`src/design/kfc_pkg.sv`:
```
`timescale 1ns / 1ps
package kfc_pkg;

    localparam int WORD_BITS_DEF = 16;

    localparam logic [1:0] KIND_DIGIT = 2'd0;
    localparam logic [1:0] KIND_OP    = 2'd1;
    localparam logic [1:0] KIND_EQ    = 2'd2;
    localparam logic [1:0] KIND_CLR   = 2'd3;

    localparam logic [2:0] PEND_NONE = 3'd0;
    localparam logic [2:0] PEND_ADD  = 3'd1;
    localparam logic [2:0] PEND_SUB  = 3'd2;
    localparam logic [2:0] PEND_MUL  = 3'd3;
    localparam logic [2:0] PEND_DIV  = 3'd4;

    localparam logic [7:0] CMD_CLEAR  = 8'h01;
    localparam logic [7:0] CMD_HOME   = 8'h80;
    localparam logic [7:0] CHAR_ZERO  = 8'h30;
    localparam logic [7:0] CHAR_MINUS = 8'h2D;
    localparam logic [3:0] RADIX      = 4'd10;
    localparam logic [3:0] DIGIT_MAX  = 4'd9;

    typedef enum logic [2:0] {
        OSEL_KEY,
        OSEL_CLEAR,
        OSEL_HOME,
        OSEL_MINUS,
        OSEL_BUF
    } t_out_sel;

    typedef enum logic [3:0] {
        ST_IDLE,
        ST_DECODE,
        ST_EMIT_KEY,
        ST_EMIT_LATCH,
        ST_EMIT_CLR,
        ST_EMIT_HOME,
        ST_EQ_CLR,
        ST_CALC,
        ST_DIV_WAIT,
        ST_DIV_FIN,
        ST_SIGN,
        ST_CONV,
        ST_CONV_FIN,
        ST_EMIT_DIG
    } t_state;

    typedef struct packed {
        logic     key_load;
        logic     entry_add;
        logic     op_latch;
        logic     op_set;
        logic     out_load;
        t_out_sel out_sel;
        logic     out_last;
        logic     calc_simple;
        logic     div_start;
        logic     div_conv;
        logic     div_finish;
        logic     mag_load;
        logic     dig_push;
        logic     dig_pop;
    } t_dp_cmd;

    typedef struct packed {
        logic [1:0] kind;
        logic       digit_big;
        logic       latched;
        logic       op_is_div;
        logic       div_busy;
        logic       out_free;
        logic       result_neg;
        logic       quo_zero;
        logic       dig_cnt_one;
    } t_dp_status;

endpackage

```
`src/design/kfc_datapath.sv`:
```
`timescale 1ns / 1ps
module kfc_datapath
    import kfc_pkg::*;
#(
    parameter int WORD_BITS = WORD_BITS_DEF
) (
    input  logic       i_clk,
    input  logic       i_rst_n,
    input  t_dp_cmd    i_cmd,
    output t_dp_status o_status,
    input  logic [1:0] i_kind,
    input  logic [3:0] i_digit,
    input  logic [1:0] i_op,
    input  logic       i_ready,
    output logic       o_valid,
    output logic       o_is_command,
    output logic [7:0] o_code,
    output logic       o_last
);

    localparam int W      = WORD_BITS;
    localparam int DIGITS = (WORD_BITS * 77) / 256 + 1;
    localparam int IW     = $clog2(DIGITS);
    localparam int CW     = $clog2(DIGITS + 1);
    localparam int NW     = $clog2(WORD_BITS + 1);
    localparam logic [W-1:0] RECIP =
        W'(((64'd1 << (W + 3)) + 64'(RADIX) - 64'd1) / 64'(RADIX));

    logic [1:0]     r_kind;
    logic [3:0]     r_digit;
    logic [1:0]     r_op;
    logic [W-1:0]   r_entry;
    logic [W-1:0]   r_first;
    logic           r_latched;
    logic [2:0]     r_pend;
    logic [W-1:0]   r_last_res;
    logic [W-1:0]   r_quo;
    logic [W-1:0]   r_rem;
    logic [W-1:0]   r_dvs;
    logic [NW-1:0]  r_div_cnt;
    logic           r_div_busy;
    logic           r_neg;
    logic           r_dz;
    logic [W-1:0]   r_mag;
    logic [3:0]     r_dig [DIGITS];
    logic [CW-1:0]  r_dig_cnt;
    logic           r_out_valid;
    logic           r_out_cmd;
    logic [7:0]     r_out_code;
    logic           r_out_last;

    logic [W:0]     n_shift;
    logic           n_ge;
    logic [W-1:0]   n_abs_a;
    logic [W-1:0]   n_abs_b;
    logic [2*W-1:0] n_prod;
    logic [2*W-1:0] n_recip_prod;
    logic [W-1:0]   n_dig_quo;
    logic [W-1:0]   n_dig_rem;
    logic [W-1:0]   n_simple;
    logic [CW-1:0]  n_rd_cnt;
    logic [7:0]     n_code;
    logic           n_cmd_bit;

    assign n_shift      = {r_rem, r_quo[W-1]};
    assign n_ge         = n_shift >= {1'b0, r_dvs};
    assign n_abs_a      = r_first[W-1] ? (~r_first + W'(1)) : r_first;
    assign n_abs_b      = r_entry[W-1] ? (~r_entry + W'(1)) : r_entry;
    assign n_prod       = r_first * r_entry;
    assign n_recip_prod = r_mag * RECIP;
    assign n_dig_quo    = W'(n_recip_prod >> (W + 3));
    assign n_dig_rem    = r_mag - ((r_quo << 3) + (r_quo << 1));
    assign n_rd_cnt     = r_dig_cnt - CW'(1);

    always_comb begin
        case (r_pend)
            PEND_ADD: n_simple = r_first + r_entry;
            PEND_SUB: n_simple = r_first - r_entry;
            PEND_MUL: n_simple = n_prod[W-1:0];
            default:  n_simple = r_last_res;
        endcase
    end

    always_comb begin
        n_cmd_bit = 1'b0;
        case (i_cmd.out_sel)
            OSEL_KEY:   n_code = CHAR_ZERO | {4'd0, r_digit};
            OSEL_CLEAR: begin
                n_code    = CMD_CLEAR;
                n_cmd_bit = 1'b1;
            end
            OSEL_HOME:  begin
                n_code    = CMD_HOME;
                n_cmd_bit = 1'b1;
            end
            OSEL_MINUS: n_code = CHAR_MINUS;
            OSEL_BUF:   n_code = CHAR_ZERO | {4'd0, r_dig[n_rd_cnt[IW-1:0]]};
            default:    n_code = CHAR_ZERO;
        endcase
    end

    always_ff @(posedge i_clk) begin
        if (i_cmd.key_load) begin
            r_kind  <= i_kind;
            r_digit <= i_digit;
            r_op    <= i_op;
        end
        if (i_cmd.out_load) begin
            r_out_cmd  <= n_cmd_bit;
            r_out_code <= n_code;
            r_out_last <= i_cmd.out_last;
        end
        if (i_cmd.div_start) begin
            r_quo <= n_abs_a;
            r_dvs <= n_abs_b;
            r_rem <= '0;
            r_neg <= r_first[W-1] ^ r_entry[W-1];
            r_dz  <= r_entry == '0;
        end else if (r_div_busy) begin
            r_quo <= {r_quo[W-2:0], n_ge};
            r_rem <= n_ge ? W'(n_shift - {1'b0, r_dvs}) : n_shift[W-1:0];
        end else if (i_cmd.div_conv) begin
            r_quo <= n_dig_quo;
        end
        if (i_cmd.mag_load) begin
            r_mag <= r_last_res[W-1] ? (~r_last_res + W'(1)) : r_last_res;
        end else if (i_cmd.dig_push) begin
            r_mag <= r_quo;
        end
        if (i_cmd.dig_push) begin
            r_dig[r_dig_cnt[IW-1:0]] <= n_dig_rem[3:0];
        end
    end

    always_ff @(posedge i_clk) begin
        if (!i_rst_n) begin
            r_entry     <= '0;
            r_first     <= '0;
            r_latched   <= 1'b0;
            r_pend      <= PEND_NONE;
            r_last_res  <= '0;
            r_div_busy  <= 1'b0;
            r_div_cnt   <= '0;
            r_dig_cnt   <= '0;
            r_out_valid <= 1'b0;
        end else begin
            if (i_cmd.entry_add) begin
                r_entry <= (r_entry << 3) + (r_entry << 1) + W'(r_digit);
            end else if (i_cmd.op_latch) begin
                r_entry <= '0;
            end
            if (i_cmd.op_latch) begin
                r_first   <= r_entry;
                r_latched <= 1'b1;
            end
            if (i_cmd.op_set) begin
                r_pend <= {1'b0, r_op} + 3'd1;
            end
            if (i_cmd.calc_simple) begin
                r_last_res <= n_simple;
            end else if (i_cmd.div_finish) begin
                r_last_res <= r_dz ? '0 : (r_neg ? (~r_quo + W'(1)) : r_quo);
            end
            if (i_cmd.div_start) begin
                r_div_busy <= 1'b1;
                r_div_cnt  <= NW'(W);
            end else if (r_div_busy) begin
                r_div_cnt <= r_div_cnt - NW'(1);
                if (r_div_cnt == NW'(1)) begin
                    r_div_busy <= 1'b0;
                end
            end
            if (i_cmd.mag_load) begin
                r_dig_cnt <= '0;
            end else if (i_cmd.dig_push) begin
                r_dig_cnt <= r_dig_cnt + CW'(1);
            end else if (i_cmd.dig_pop) begin
                r_dig_cnt <= n_rd_cnt;
            end
            if (i_cmd.out_load) begin
                r_out_valid <= 1'b1;
            end else if (i_ready) begin
                r_out_valid <= 1'b0;
            end
        end
    end

    always_comb begin
        o_status.kind        = r_kind;
        o_status.digit_big   = r_digit > DIGIT_MAX;
        o_status.latched     = r_latched;
        o_status.op_is_div   = r_pend == PEND_DIV;
        o_status.div_busy    = r_div_busy;
        o_status.out_free    = !r_out_valid || i_ready;
        o_status.result_neg  = r_last_res[W-1];
        o_status.quo_zero    = r_quo == '0;
        o_status.dig_cnt_one = r_dig_cnt == CW'(1);
    end

    assign o_valid      = r_out_valid;
    assign o_is_command = r_out_cmd;
    assign o_code       = r_out_code;
    assign o_last       = r_out_last;

endmodule

```
`src/design/kfc_controller.sv`:
```
`timescale 1ns / 1ps
module kfc_controller
    import kfc_pkg::*;
(
    input  logic       i_clk,
    input  logic       i_rst_n,
    input  logic       i_in_valid,
    output logic       o_in_ready,
    input  t_dp_status i_status,
    output t_dp_cmd    o_cmd
);

    t_state r_state;
    t_state n_state;

    always_ff @(posedge i_clk) begin
        if (!i_rst_n) begin
            r_state <= ST_IDLE;
        end else begin
            r_state <= n_state;
        end
    end

    always_comb begin
        n_state    = r_state;
        o_in_ready = 1'b0;
        o_cmd      = '0;
        o_cmd.out_sel = OSEL_KEY;
        case (r_state)
            ST_IDLE: begin
                o_in_ready = 1'b1;
                if (i_in_valid) begin
                    o_cmd.key_load = 1'b1;
                    n_state        = ST_DECODE;
                end
            end
            ST_DECODE: begin
                case (i_status.kind)
                    KIND_DIGIT: begin
                        if (i_status.digit_big) begin
                            n_state = ST_IDLE;
                        end else begin
                            o_cmd.entry_add = 1'b1;
                            n_state         = ST_EMIT_KEY;
                        end
                    end
                    KIND_OP: begin
                        o_cmd.op_set = 1'b1;
                        if (i_status.latched) begin
                            n_state = ST_IDLE;
                        end else begin
                            o_cmd.op_latch = 1'b1;
                            n_state        = ST_EMIT_LATCH;
                        end
                    end
                    KIND_EQ:  n_state = i_status.latched ? ST_EQ_CLR : ST_SIGN;
                    default:  n_state = ST_EMIT_CLR;
                endcase
            end
            ST_EMIT_KEY: begin
                if (i_status.out_free) begin
                    o_cmd.out_load = 1'b1;
                    o_cmd.out_sel  = OSEL_KEY;
                    o_cmd.out_last = 1'b1;
                    n_state        = ST_IDLE;
                end
            end
            ST_EMIT_LATCH: begin
                if (i_status.out_free) begin
                    o_cmd.out_load = 1'b1;
                    o_cmd.out_sel  = OSEL_CLEAR;
                    o_cmd.out_last = 1'b1;
                    n_state        = ST_IDLE;
                end
            end
            ST_EMIT_CLR: begin
                if (i_status.out_free) begin
                    o_cmd.out_load = 1'b1;
                    o_cmd.out_sel  = OSEL_CLEAR;
                    n_state        = ST_EMIT_HOME;
                end
            end
            ST_EMIT_HOME: begin
                if (i_status.out_free) begin
                    o_cmd.out_load = 1'b1;
                    o_cmd.out_sel  = OSEL_HOME;
                    o_cmd.out_last = 1'b1;
                    n_state        = ST_IDLE;
                end
            end
            ST_EQ_CLR: begin
                if (i_status.out_free) begin
                    o_cmd.out_load = 1'b1;
                    o_cmd.out_sel  = OSEL_CLEAR;
                    n_state        = ST_CALC;
                end
            end
            ST_CALC: begin
                if (i_status.op_is_div) begin
                    o_cmd.div_start = 1'b1;
                    n_state         = ST_DIV_WAIT;
                end else begin
                    o_cmd.calc_simple = 1'b1;
                    n_state           = ST_SIGN;
                end
            end
            ST_DIV_WAIT: begin
                if (!i_status.div_busy) begin
                    n_state = ST_DIV_FIN;
                end
            end
            ST_DIV_FIN: begin
                o_cmd.div_finish = 1'b1;
                n_state          = ST_SIGN;
            end
            ST_SIGN: begin
                if (!i_status.result_neg) begin
                    o_cmd.mag_load = 1'b1;
                    n_state        = ST_CONV;
                end else if (i_status.out_free) begin
                    o_cmd.out_load = 1'b1;
                    o_cmd.out_sel  = OSEL_MINUS;
                    o_cmd.mag_load = 1'b1;
                    n_state        = ST_CONV;
                end
            end
            ST_CONV: begin
                o_cmd.div_conv = 1'b1;
                n_state        = ST_CONV_FIN;
            end
            ST_CONV_FIN: begin
                o_cmd.dig_push = 1'b1;
                n_state        = i_status.quo_zero ? ST_EMIT_DIG : ST_CONV;
            end
            ST_EMIT_DIG: begin
                if (i_status.out_free) begin
                    o_cmd.out_load = 1'b1;
                    o_cmd.out_sel  = OSEL_BUF;
                    o_cmd.out_last = i_status.dig_cnt_one;
                    o_cmd.dig_pop  = 1'b1;
                    if (i_status.dig_cnt_one) begin
                        n_state = ST_IDLE;
                    end
                end
            end
            default: n_state = ST_IDLE;
        endcase
    end

endmodule

```
`src/design/keypad_four_function_calculator_unit.sv`:
```
`timescale 1ns / 1ps
// Keypad calculator: one key beat in, zero to several display beats out, the final one
// marked by o_last. Keys are taken one at a time. Equals with a division first runs a
// radix-2 divider; the result is then turned into decimal by reciprocal multiplication,
// digit by digit, and the digits then go out one by one, each held by any output stall.
module keypad_four_function_calculator_unit
    import kfc_pkg::*;
#(
    parameter int WORD_BITS = WORD_BITS_DEF
) (
    input  logic       i_clk,
    input  logic       i_rst_n,
    input  logic       i_valid,
    output logic       o_ready,
    input  logic [1:0] i_kind,
    input  logic [3:0] i_digit,
    input  logic [1:0] i_op,
    output logic       o_valid,
    input  logic       i_ready,
    output logic       o_is_command,
    output logic [7:0] o_code,
    output logic       o_last
);

    t_dp_cmd    cmd;
    t_dp_status status;

    kfc_controller u_ctrl (
        .i_clk      (i_clk),
        .i_rst_n    (i_rst_n),
        .i_in_valid (i_valid),
        .o_in_ready (o_ready),
        .i_status   (status),
        .o_cmd      (cmd)
    );

    kfc_datapath #(
        .WORD_BITS (WORD_BITS)
    ) u_dp (
        .i_clk        (i_clk),
        .i_rst_n      (i_rst_n),
        .i_cmd        (cmd),
        .o_status     (status),
        .i_kind       (i_kind),
        .i_digit      (i_digit),
        .i_op         (i_op),
        .i_ready      (i_ready),
        .o_valid      (o_valid),
        .o_is_command (o_is_command),
        .o_code       (o_code),
        .o_last       (o_last)
    );

    a_accept_idle: assert property (@(posedge i_clk) disable iff (!i_rst_n)
        (i_valid && o_ready) |-> !status.div_busy)
        else $error("key beat taken while divider busy");

    a_reset_quiet: assert property (@(posedge i_clk)
        !i_rst_n |=> !o_valid)
        else $error("output valid after reset");

    a_cmd_codes: assert property (@(posedge i_clk) disable iff (!i_rst_n)
        (o_valid && o_is_command) |-> (o_code == CMD_CLEAR || o_code == CMD_HOME))
        else $error("bad display command");

endmodule

```
`config.mk`:
```
export PLATFORM = sky130hd
export DESIGN_NAME = keypad_four_function_calculator_unit
export DESIGN_NICKNAME = d
export VERILOG_FILES = /design/src/design/kfc_pkg.sv /design/src/design/kfc_datapath.sv /design/src/design/kfc_controller.sv /design/src/design/keypad_four_function_calculator_unit.sv
export SDC_FILE = /design/constraint.sdc
export NUM_CORES = 1
export LEC_CHECK = 0
export ABC_AREA = 1
export BUFFER_PORTS_ARGS = -buffer_cell sky130_fd_sc_hd__buf_2
export CAP_MARGIN = 25
export CELL_PAD_IN_SITES_DETAIL_PLACEMENT = 1
export CELL_PAD_IN_SITES_GLOBAL_PLACEMENT = 2
export CORE_AREA = 2 2 219 243
export CTS_CLUSTER_SIZE = 20
export DETAILED_ROUTE_END_ITERATION = 8
export DIE_AREA = 0 0 221 245
export PLACE_DENSITY_LB_ADDON = 0.3
export SYNTH_ARGS = -nofsm -noshare
export SYNTH_HDL_FRONTEND = slang
export SYNTH_SLANG_ARGS = --single-unit
```
`constraint.sdc`:
```
create_clock -name i_clk -period 12.08 [get_ports i_clk]
set_input_delay 1.812 -clock i_clk [delete_from_list [all_inputs] [get_ports i_clk]]
set_output_delay 1.812 -clock i_clk [all_outputs]
set_load 0.01 [all_outputs]
```
==> results of run 1 <==
[final timing paths]
check	endpoint	slack, ns	startpoint	cells past startpoint
max	u_dp.r_quo[8]$_DFFE_PP_	6.08	u_dp.r_mag[5]$_DFFE_PP_	25
min	u_dp.r_div_cnt[1]$_SDFFE_PP0P_	0.48	u_dp.r_div_cnt[1]$_SDFFE_PP0P_	2
max reg2reg	u_dp.r_quo[8]$_DFFE_PP_	6.08	u_dp.r_mag[5]$_DFFE_PP_	25
min reg2reg	u_dp.r_div_cnt[1]$_SDFFE_PP0P_	0.48	u_dp.r_div_cnt[1]$_SDFFE_PP0P_	2
[Yosys cell counts (9+ instances only)]
| cell type | number |
|---|---|
| inv_1 | 571 |
| nand2_1 | 567 |
| nor2_1 | 134 |
| nand2_2 | 10 |
| o21ai_0 | 189 |
| nor3_1 | 26 |
| nand3_1 | 93 |
| xor2_1 | 55 |
| buf_2 | 23 |
| clkbuf_1 | 38 |
| nand4_1 | 16 |
| edfxtp_1 | 87 |
| a21o_1 | 11 |
| a21oi_1 | 183 |
| xnor2_1 | 28 |
| o21ai_1 | 12 |
| inv_2 | 11 |
| o211ai_1 | 9 |
| dfxtp_1 | 82 |
| ha_1 | 250 |
| fa_1 | 164 |
| a31oi_1 | 16 |
[cells by family (layout without fill, tap and decap cells)]
family / Yosys count / after routing / share of synthesized area [%]
other cells: 1 / 1 / 0.01831
compound gates: 479 / 479 / 13.16
mux: 1 / 1 / 0.04889
simple gates: 887 / 887 / 18.34
xor+xnor: 84 / 84 / 3.630
flops: 169 / 169 / 20.78
buf+inv: 668 / 662 / 12.72
fa+ha+maj: 414 / 414 / 31.31
[state kept, by name, summed over array words and instances, names as in the netlist, 4 cells and up]
signal / cells
u_ctrl.r_state: 4
u_dp.o_code: 7
u_dp.r_dig: 20
u_dp.r_digit: 4
u_dp.r_div_cnt: 5
u_dp.r_dvs: 16
u_dp.r_entry: 16
u_dp.r_first: 16
u_dp.r_last_res: 16
u_dp.r_mag: 16
u_dp.r_quo: 16
u_dp.r_rem: 16
[per-stage QoR]
stage / instance area [um2] / worst slack (ns)
after CTS: 21800 / 6.047
after detailed placement: 21170 / 6.091
final: 21850 / 6.077
after global routing: 21850 / 5.624
after floorplan: 20480 / 6.540
after global placement: 21170 / 6.281
[area by class of cell]
| cell class | count | area share [%] |
|---|---|---|
| clock inverters | 15 | 0.9446 |
| flip-flops and latches | 169 | 19.47 |
| inverters | 588 | 10.11 |
| multi-input cells | 1866 | 62.37 |
| repair buffers | 42 | 1.294 |
| well taps | 675 | 3.864 |
| clock buffers | 17 | 1.947 |
[critical path: stages (launching register included)]
cell and delay, ns:
edfxtp_1 0.51, ha_1 0.39, inv_1 0.07, fa_1 0.54, inv_1 0.07, fa_1 0.53
inv_1 0.06, fa_1 0.53, inv_1 0.06, fa_1 0.56, inv_1 0.06, fa_1 0.53
inv_1 0.04, ha_1 0.35, nand2_1 0.12, inv_1 0.08, nand2_1 0.06, nor3_1 0.32
nand4_1 0.15, nand3_1 0.20, a21o_1 0.18, nand2_1 0.06, nand2_1 0.07, a21oi_1 0.06
o21ai_0 0.08, nand3_1 0.08
[power groups by stage]
stage	registers (uW)	logic (uW)	clock network, uW
3_5_place_dp	688	748	0
4_1_cts	675	753	618
3_3_place_gp	687	733	0
6_report	676	750	601
5_1_grt	679	848	636
2_1_floorplan	659	530	0
[layer usage]
metal | GRT usage (%) | share of wire [%] | vias up
li1 | - | - | 8547
met1 | 28.60 | 42 | 8749
met2 | 47.26 | 53 | 178
met3 | 3.052 | 1.8 | 98
met4 | 8.271 | 3.0 | 0
met5 | 0 | 0 | -
==> run_results.csv, run 1 <==
group,metric,value,unit
status,outcome,"finished, final reports clean",
synth,synth_top_flop_cell,"edfxtp_1",
synth,syn_nets,3129,
global_routing,overflow,0,
clock_tree,root_buffer,"clkbuf_16",
placement,dp.cells,3336,
route,drt-initial-drc-count,768,
sta,max_slew.worst_pin.slew,1.023,ns
sta,holdWs,0.4824,ns
sta,slew_headroom,31.70,%
worst_hold_path,hold_path.class,"flop to flop",
die,io_pins,24,
sta,rsz0062_at_grt,"no",
final_layout,layout_common_cells,"inv_1 (571), nand2_1 (567), ha_1 (250), o21ai_0 (188), a21oi_1 (183)",
final_layout,instances_no_fill,3372,
pwr,p_per_area,92.73,nW/um2
synth,synth.avg_cell_area,7.575,um2
route,vias_per_cell,5.211,
clock_tree,cts_tree,"built",
global_routing,grt_max_degree,42,
synth,synthTopCellsByArea,"fa_1 (16%), ha_1 (15%), edfxtp_1 (13%)",
final_layout,final_common_cell,"inv_1",
route,drc_errors,0,
route,vias,17570,
setup_path,criticalPathCategory,"flop to flop",
pwr,sequentialPowerShare,33.4,%
sta,max_freq,166.6,MHz
sta,finalHoldViolCount,0,
sta,finalSetupViolCount,0,
pwr,p_leak,0.01113,uW
sta,finalCritPeriodShare,49.69,%
pwr,vdd_drop_max,0.1223,mV
clock_tree,post_cts_buffers,0,
final_layout,drive_gt1_share,5.228,%
clock_tree,cts_hold_buf,0,
die,dieArea,54150,um2
die,die_h,245,um
setup_path,worstPathArrival,6.25,ns
global_routing,grt_pass1_vias,19310,
clock_tree,clk_latency,0.51,ns
pwr,p_comb_share,37.0,%
setup_path,required,12.33,ns
synth,synth_top_area_cell,"fa_1",
global_routing,grtUsageTotal,24.84,%
final_layout,num_antenna_cells,0,
synth,synth_top_area_share,16.03,%
clock_tree,htree_levels,4,
setup_path,crit_path_end_kind,"flop",
synth,synth_cells,2703,
clock_tree,cts_buffers,17,
synth,ys_warn_count,0,
final_layout,area_delta_synth_final,6.734,%
sta,drv_slew,0,
clock_tree,ctsResizeCount,0,
clock_tree,cts_buffer_depth,2,
die,die_w,221,um
final_layout,nNetsFinal,3110,
die,initial_core_util,39.48,%
route,dr.pass1.iters,5,
die,rows,88,
route,postRouteAntennaNets,0,
global_routing,antenna_found_initial,0,
clock_tree,cts.sinks,169,
clock_tree,cts.clk_slew.worst_paths,0.08,ns
route,routed_wl,65150,um
final_layout,fin_util,42.14,%
sta,fin_tns_setup,0,ns
pwr,internal-power,1166,uW
global_routing,grt_pass1_wl,105100,um
route,wire_per_inst,19.32,um
pwr,swShare,42.45,%
placement,dpl.hpwl,53940,um
synth,ys_seq_area_share,20.78,%
pwr,p_total,2027,uW
flow_run,cap_violations,0,
sta,min_period,6.003,ns
synth,ys_ff_latch,169,
final_layout,seqCellArea,4254,um2
pwr,net-switching-power,860.3,uW
final_layout,fillers,6450,
pwr,p_clk_share,29.7,%
sta,skew,0.01361,ns
synth,synth-async-reset-ratio,0,%
synth,ys_types,70,
die,coreArea,51860,um2
final_layout,multi_input_area,13630,um2
setup_path,cp_max_fo,6,
setup_path,start_kind,"flop",
placement,globalplace.congestion,0.9381,
synth,synth_edf_count,87,
placement,portBuffers,22,
synth,syn_area,20480,um2
(Power assumes the default switching activity.)
==> inputs of run 2 (changes only) <==
--- a/config.mk
+++ b/config.mk
@@ -5,15 +5,15 @@
 export SDC_FILE = /design/constraint.sdc
 export NUM_CORES = 1
 export LEC_CHECK = 0
-export ABC_AREA = 1
+export ABC_AREA = 0
 export BUFFER_PORTS_ARGS = -buffer_cell sky130_fd_sc_hd__buf_2
 export CAP_MARGIN = 25
 export CELL_PAD_IN_SITES_DETAIL_PLACEMENT = 1
 export CELL_PAD_IN_SITES_GLOBAL_PLACEMENT = 2
-export CORE_AREA = 2 2 219 243
+export CORE_AREA = 2 2 215 238
 export CTS_CLUSTER_SIZE = 20
 export DETAILED_ROUTE_END_ITERATION = 8
-export DIE_AREA = 0 0 221 245
+export DIE_AREA = 0 0 217 240
 export PLACE_DENSITY_LB_ADDON = 0.3
 export SYNTH_ARGS = -nofsm -noshare
 export SYNTH_HDL_FRONTEND = slang
==> constraint.sdc (replaced) <==
create_clock -name i_clk -period 6.1 [get_ports i_clk]
set_input_delay 0.915 -clock i_clk [delete_from_list [all_inputs] [get_ports i_clk]]
set_output_delay 0.915 -clock i_clk [all_outputs]
set_load 0.01 [all_outputs]
==> run_results.csv, run 2 <==
group,metric,value,unit
synth,synth.avg_cell_area,8.706,um2
synth,ys_ff_latch,169,
sta,finalHoldViolCount,0,
final_layout,num_antenna_cells,0,
final_layout,instances_no_fill,2932,
placement,dp.cells,2887,
synth,ys_warn_count,0,
setup_path,max_stage_delay,0.56,ns
sta,max_freq,171.7,MHz
synth,synth_top_area_cell,"fa_1",
final_layout,final_common_cell,"inv_1",
setup_path,crit_chain,"ha_1 -> inv_1 -> fa_1 -> inv_1 -> fa_1 -> fa_1 -> fa_1 -> inv_1 -> fa_1 -> inv_1 -> ha_1 -> a21oi_1 -> inv_1 -> and3_1 -> a221o_1 -> o21ai_1 -> nand2b_1 -> xor2_1 -> a21o_1",
route,drc_errors,0,
final_layout,fillers,5891,
synth,ys_types,88,
route,vias,15780,
pwr,vdd_drop_max,0.1744,mV
status,outcome,"finished, final reports clean",
final_layout,nNetsFinal,2685,
synth,synth-async-reset-ratio,0,%
global_routing,grt_pass1_vias,16970,
route,dr.pass1.iters,4,
synth,syn_nets,2682,
sta,fin_ws,0.2765,ns
global_routing,antenna_found_initial,1,
pwr,p_clk_share,32.8,%
sta,slew_headroom,31.29,%
sta,skew,0.01021,ns
placement,pre_cts_ws,0.1530,ns
final_layout,largest_reg_flops,20,
pwr,p_comb_share,31.0,%
clock_tree,root_buffer,"clkbuf_16",
die,die_h,240,um
clock_tree,htree_levels,4,
sta,min_period,5.823,ns
pwr,p_leak,0.009758,uW
die,rows,86,
synth,ys_seq_area_share,21.66,%
global_routing,grtUsageTotal,23.54,%
placement,dpl.hpwl,48530,um
setup_path,worstPathArrival,6.05,ns
synth,netlist_top_cells_count,"inv_1 (350), ha_1 (250), nand2_1 (242), fa_1 (164), a21oi_1 (120)",
die,dieArea,52080,um2
route,wire_per_inst,20.30,um
clock_tree,cts_tree,"built",
synth,syn_area,19640,um2
clock_tree,cts_buffers,17,
pwr,swShare,35.85,%
synth,synth_edf_count,87,
clock_tree,cts_buffer_depth,2,
die,io_pins,24,
route,routed_wl,59510,um
clock_tree,cts.clk_slew.worst_paths,0.08,ns
sta,drv_slew,0,
global_routing,grt_max_degree,55,
final_layout,area_delta_synth_final,8.607,%
clock_tree,cts.sinks,169,
synth,synth_cells,2256,
setup_path,criticalPathCategory,"flop to flop",
synth,synthTopCellsByArea,"fa_1 (17%), ha_1 (16%), edfxtp_1 (13%)",
sta,fin_tns_setup,0,ns
placement,globalplace.congestion,0.8801,
pwr,p_per_area,170.7,nW/um2
synth,synth_top_flop_cell,"edfxtp_1",
clock_tree,cts_hold_buf,0,
route,drt-initial-drc-count,683,
setup_path,crit_slowest_cell,"fa_1",
global_routing,overflow,0,
pwr,p_total,3641,uW
route,vias_per_cell,5.383,
setup_path,crit_path_end_kind,"flop",
sta,finalCritPeriodShare,95.47,%
final_layout,drive_gt1_share,6.866,%
die,die_w,217,um
sta,max_slew.worst_pin.slew,1.030,ns
pwr,internal-power,2336,uW
sta,finalSetupViolCount,0,
worst_hold_path,hold_path.class,"flop to flop",
setup_path,required,6.33,ns
die,coreArea,49710,um2
setup_path,start_kind,"flop",
synth,synthMostInstantiatedCell,"inv_1",
sta,holdWs,0.5268,ns
route,postRouteAntennaNets,0,
die,initial_core_util,39.51,%
final_layout,layout_common_cells,"inv_1 (350), ha_1 (249), nand2_1 (242), fa_1 (164), a21oi_1 (120)",
placement,portBuffers,22,
setup_path,cp_max_fo,5,
synth,synth_top_area_share,16.72,%
flow_run,cap_violations,0,
pwr,sequentialPowerShare,36.3,%
global_routing,grt_pass1_wl,95090,um
clock_tree,clk_latency,0.46,ns
pwr,net-switching-power,1305,uW
run 2: cells by family after synthesis:
logic type	count (synthesis)	share of synthesized area, %
xor+xnor	154	6.938
compound gates	391	12.67
mux	18	1.179
other cells	1	0.01909
fa+ha+maj	414	32.64
simple gates	653	16.12
flops	169	21.66
buf+inv	456	8.779
run 2: final cells by class:
class                           instances  area (um2)  area share (%)
Timing Repair Buffer                   86       589.3           2.763
Clock buffer                           17       425.4           1.994
Clock inverter                         15       215.2           1.009
Inverter                              354        1329           6.229
Sequential cell                       169        4257           19.96
Multi-Input combinational cell       1631       13690           64.18
Tap cell                              660       825.8           3.871
run 2: critical path: cells and delay by family, from the launching register on:
| kind | cells | cell delay [ns] |
|---|---|---|
| xor+xnor | 1 | 0.14 |
| fa+ha+maj | 7 | 3.33 |
| compound gates | 4 | 0.92 |
| buf+inv | 5 | 0.37 |
| flops | 1 | 0.54 |
| simple gates | 2 | 0.28 |
run 2: power by group through the flow:
stage	clock, uW	combinational (uW)	sequential (uW)
4_1_cts	1220	1130	1320
2_1_floorplan	0	856	1310
5_1_grt	1260	1280	1330
3_3_place_gp	0	1090	1340
3_5_place_dp	0	1120	1350
6_report	1190	1130	1320
run 2: path summary, 6_finish.rpt:
kind	startpoint	endpoint	slack [ns]	depth (start not counted)
worst min register to register	u_dp.r_rem[1]$_SDFFE_PP0P_	u_dp.r_rem[1]$_SDFFE_PP0P_	0.53	2
worst max-delay path	u_dp.r_mag[6]$_DFFE_PP_	u_dp.r_quo[8]$_DFFE_PP_	0.28	19
worst max register to register	u_dp.r_mag[6]$_DFFE_PP_	u_dp.r_quo[8]$_DFFE_PP_	0.28	19
worst min-delay path	u_dp.r_rem[1]$_SDFFE_PP0P_	u_dp.r_rem[1]$_SDFFE_PP0P_	0.53	2
run 2: metal layers:
layer	vias to the layer above	global-route usage (%)	routed length [um]
met5	-	0	0
met4	0	7.825	1744
met3	80	1.885	1062
met2	180	43.15	30920
met1	7993	29.06	25790
li1	7531	-	-
run 2: timing repair:
item,CTS,global route
setup endpoints to repair,0,9
setup buffers,0,12
hold endpoints to repair,0,0
gates resized for setup,0,11
run 2: through the flow:
stage                     instance area [um2]  util, %
final                                   21330    42.91
after global routing                    21330    42.91
after detailed placement                20570    41.38
after global placement                  20550    41.35
after CTS                               21210    42.67
after floorplan                         19640        -
==> inputs of run 3 (changes only) <==
--- a/config.mk
+++ b/config.mk
@@ -10,11 +10,12 @@
 export CAP_MARGIN = 25
 export CELL_PAD_IN_SITES_DETAIL_PLACEMENT = 1
 export CELL_PAD_IN_SITES_GLOBAL_PLACEMENT = 2
-export CORE_AREA = 2 2 215 238
+export CORE_AREA = 2 2 235 260
 export CTS_CLUSTER_SIZE = 20
 export DETAILED_ROUTE_END_ITERATION = 8
-export DIE_AREA = 0 0 217 240
+export DIE_AREA = 0 0 237 262
 export PLACE_DENSITY_LB_ADDON = 0.3
 export SYNTH_ARGS = -nofsm -noshare
 export SYNTH_HDL_FRONTEND = slang
+export SYNTH_HIERARCHICAL = 1
 export SYNTH_SLANG_ARGS = --single-unit
==> run_results.csv, run 3 <==
group,metric,value,unit
synth,ys_seq_area_share,21.82,%
final_layout,layout_common_cells,"inv_1 (347), ha_1 (241), nand2_1 (177), fa_1 (162), nor2_1 (147)",
route,postRouteAntennaNets,0,
synth,synth_edf_count,87,
placement,portBuffers,22,
synth,synth_top_area_cell,"fa_1",
clock_tree,htree_levels,4,
sta,max_slew.worst_pin.slew,1.038,ns
placement,dp.cells,2939,
die,die_h,262,um
pwr,vdd_drop_max,0.3210,mV
global_routing,grt_pass1_vias,16840,
pwr,swShare,46.22,%
synth,synth-async-reset-ratio,0,%
flow_run,cap_violations,0,
worst_hold_path,hold_path.class,"flop to flop",
pwr,p_clk_share,15.3,%
synth,syn_nets,2596,
sta,drv_slew,0,
pwr,internal-power,4090,uW
setup_path,required,6.46,ns
route,dr.pass1.iters,5,
final_layout,area_delta_synth_final,11.10,%
synth,ys_ff_latch,169,
die,rows,94,
clock_tree,cts_tree,"built",
synth,ys_types,79,
final_layout,final_common_cell,"inv_1",
sta,finalHoldViolCount,0,
setup_path,crit_path_end_kind,"flop",
die,coreArea,59390,um2
placement,globalplace.congestion,0.8677,
setup_path,worstPathArrival,6.31,ns
synth,synthMostInstantiatedCell,"inv_1",
die,dieArea,62090,um2
pwr,p_leak,0.009803,uW
final_layout,largest_reg_flops,20,
status,outcome,"finished, final reports clean",
clock_tree,cts_buffers,17,
die,die_w,237,um
route,drt-initial-drc-count,652,
final_layout,multi_input_area,13710,um2
synth,synth_top_flop_cell,"edfxtp_1",
global_routing,grt_pass1_wl,94450,um
clock_tree,clk_latency,0.50,ns
die,initial_core_util,32.82,%
die,io_pins,24,
route,vias_per_cell,5.048,
final_layout,fillers,6841,
pwr,sequentialPowerShare,21.0,%
synth,ys_warn_count,6,
final_layout,num_antenna_cells,0,
pwr,net-switching-power,3514,uW
final_layout,nNetsFinal,2629,
final_layout,seqCellArea,4264,um2
pwr,p_comb_share,63.7,%
synth,synth_cells,2170,
route,routed_wl,59040,um
clock_tree,cts_buffer_depth,2,
global_routing,grtUsageTotal,19.75,%
clock_tree,cts_hold_buf,0,
pwr,p_total,7604,uW
setup_path,start_kind,"flop",
setup_path,criticalPathCategory,"flop to flop",
sta,finalSetupViolCount,0,
route,drc_errors,0,
synth,synthTopCellsByArea,"fa_1 (17%), ha_1 (16%), edfxtp_1 (13%)",
placement,dpl.hpwl,47420,um
global_routing,overflow,0,
sta,min_period,5.949,ns
clock_tree,root_buffer,"clkbuf_16",
clock_tree,cts.clk_slew.worst_paths,0.08,ns
route,vias,15060,
synth,synth.avg_cell_area,8.984,um2
sta,rsz0062_at_grt,"yes",
setup_path,cp_max_fo,4,
synth,netlist_top_cells_count,"inv_1 (349), ha_1 (250), nand2_1 (177), fa_1 (164), nor2_1 (147)",
route,wire_per_inst,19.79,um
final_layout,instances_no_fill,2984,
clock_tree,cts.sinks,169,
synth,synth_top_area_share,16.84,%
sta,slew_headroom,30.53,%
sta,skew,0.01171,ns
final_layout,drive_gt1_share,9.702,%
global_routing,antenna_found_initial,0,
sta,max_freq,168.1,MHz
global_routing,grt_max_degree,49,
sta,finalCritPeriodShare,97.53,%
synth,syn_area,19500,um2
pwr,p_per_area,351.1,nW/um2
## run 3: changes by cell type after synthesis, sizes merged, moves of 9 or more
cell,change
nor3b,+15
nor2,+31
xor2,-10
clkbuf,-12
mux2i,+28
nand2,-65
mux2,+9
nand3,-35
o21ai,-28
xnor2,+14
a21oi,-34
## run 3: power groups by stage
| stage | Clock [uW] | Combinational, uW | Sequential, uW |
|---|---|---|---|
| 2_1_floorplan | 0 | 3390 | 1540 |
| 3_3_place_gp | 0 | 4470 | 1620 |
| 3_5_place_dp | 0 | 4620 | 1620 |
| 4_1_cts | 1210 | 4680 | 1600 |
| 5_1_grt | 1250 | 5530 | 1620 |
| 6_report | 1160 | 4840 | 1600 |
## run 3: kinds of logic after synthesis
logic type                 count (synthesis)  synth area share [%]
and+or+nand+nor                          595                 15.15
buffers and inverters                    447                 8.805
adders and majority gates                414                 32.88
AOI/OAI and AO/OA                        332                 11.10
DFF                                      169                 21.82
xor gates and xnor gates                 157                 7.053
muxes                                     55                 3.164
other                                      1               0.01923
## run 3: metal layers
layer / vias to the layer above / track usage [%] / share of wire (%)
li1: 7256 / - / -
met1: 7594 / 23.45 / 43
met2: 145 / 37.31 / 53
met3: 69 / 2.437 / 1.9
met4: 0 / 5.643 / 2.3
met5: - / 0 / 0
## run 3: stage by stage
step                      TNS [ns]  setup WS, ns  util (%)  area, um2  hold slack (ns)
final                            0        0.1510     36.47      21660           0.4774
after global routing      -0.09667      -0.05516     36.47      21660           0.5036
after CTS                        0       0.01772     36.06      21420           0.4787
after detailed placement   -0.1060      -0.07268     34.97      20770           0.4556
after global placement           0       0.01444     34.96      20770           0.4420
after floorplan                  0        0.2377         -      19500           0.4257
## run 3: layout make-up
| type | count | share of cell area, % |
|---|---|---|
| multi-input combinational | 1554 | 63.29 |
| sequential | 169 | 19.69 |
| inverter | 349 | 6.048 |
| tap | 768 | 4.436 |
| timing repair buffer | 112 | 3.708 |
| clock buffer | 17 | 1.964 |
| clock inverter | 15 | 0.8722 |
## run 3: path summary, 6_finish.rpt
check                              start                     endpoint  slack (ns)  depth (start not counted)
max reg2reg      u_dp/r_mag[9]$_DFFE_PP_     u_dp/r_quo[12]$_DFFE_PP_        0.15                         21
min          u_dp/r_rem[15]$_SDFFE_PP0P_  u_dp/r_rem[15]$_SDFFE_PP0P_        0.48                          2
max              u_dp/r_mag[9]$_DFFE_PP_     u_dp/r_quo[12]$_DFFE_PP_        0.15                         21
min reg2reg  u_dp/r_rem[15]$_SDFFE_PP0P_  u_dp/r_rem[15]$_SDFFE_PP0P_        0.48                          2
## run 3: worst max-delay path, cell delays in order (launching register included)
cell and delay, ns:
edfxtp_1 0.44, buf_4 0.16, buf_4 0.16, ha_4 0.27, ha_1 0.14, inv_1 0.06, fa_2 0.52, inv_1 0.06
fa_2 0.47, fa_1 0.54, inv_1 0.05, fa_1 0.52, inv_1 0.04, ha_1 0.20, a22o_1 0.23, or4_4 0.49
o21a_4 0.24, o2111ai_4 0.22, a21oi_2 0.10, o22a_1 0.18, or4b_2 0.62, nand3_1 0.10
## run 3: timing repair
action | in CTS | in global routing
buffers inserted | 4 | 8
resized for setup | 1 | 35
pin swaps | 0 | 13
endpoints found under the setup margin | 5 | 11
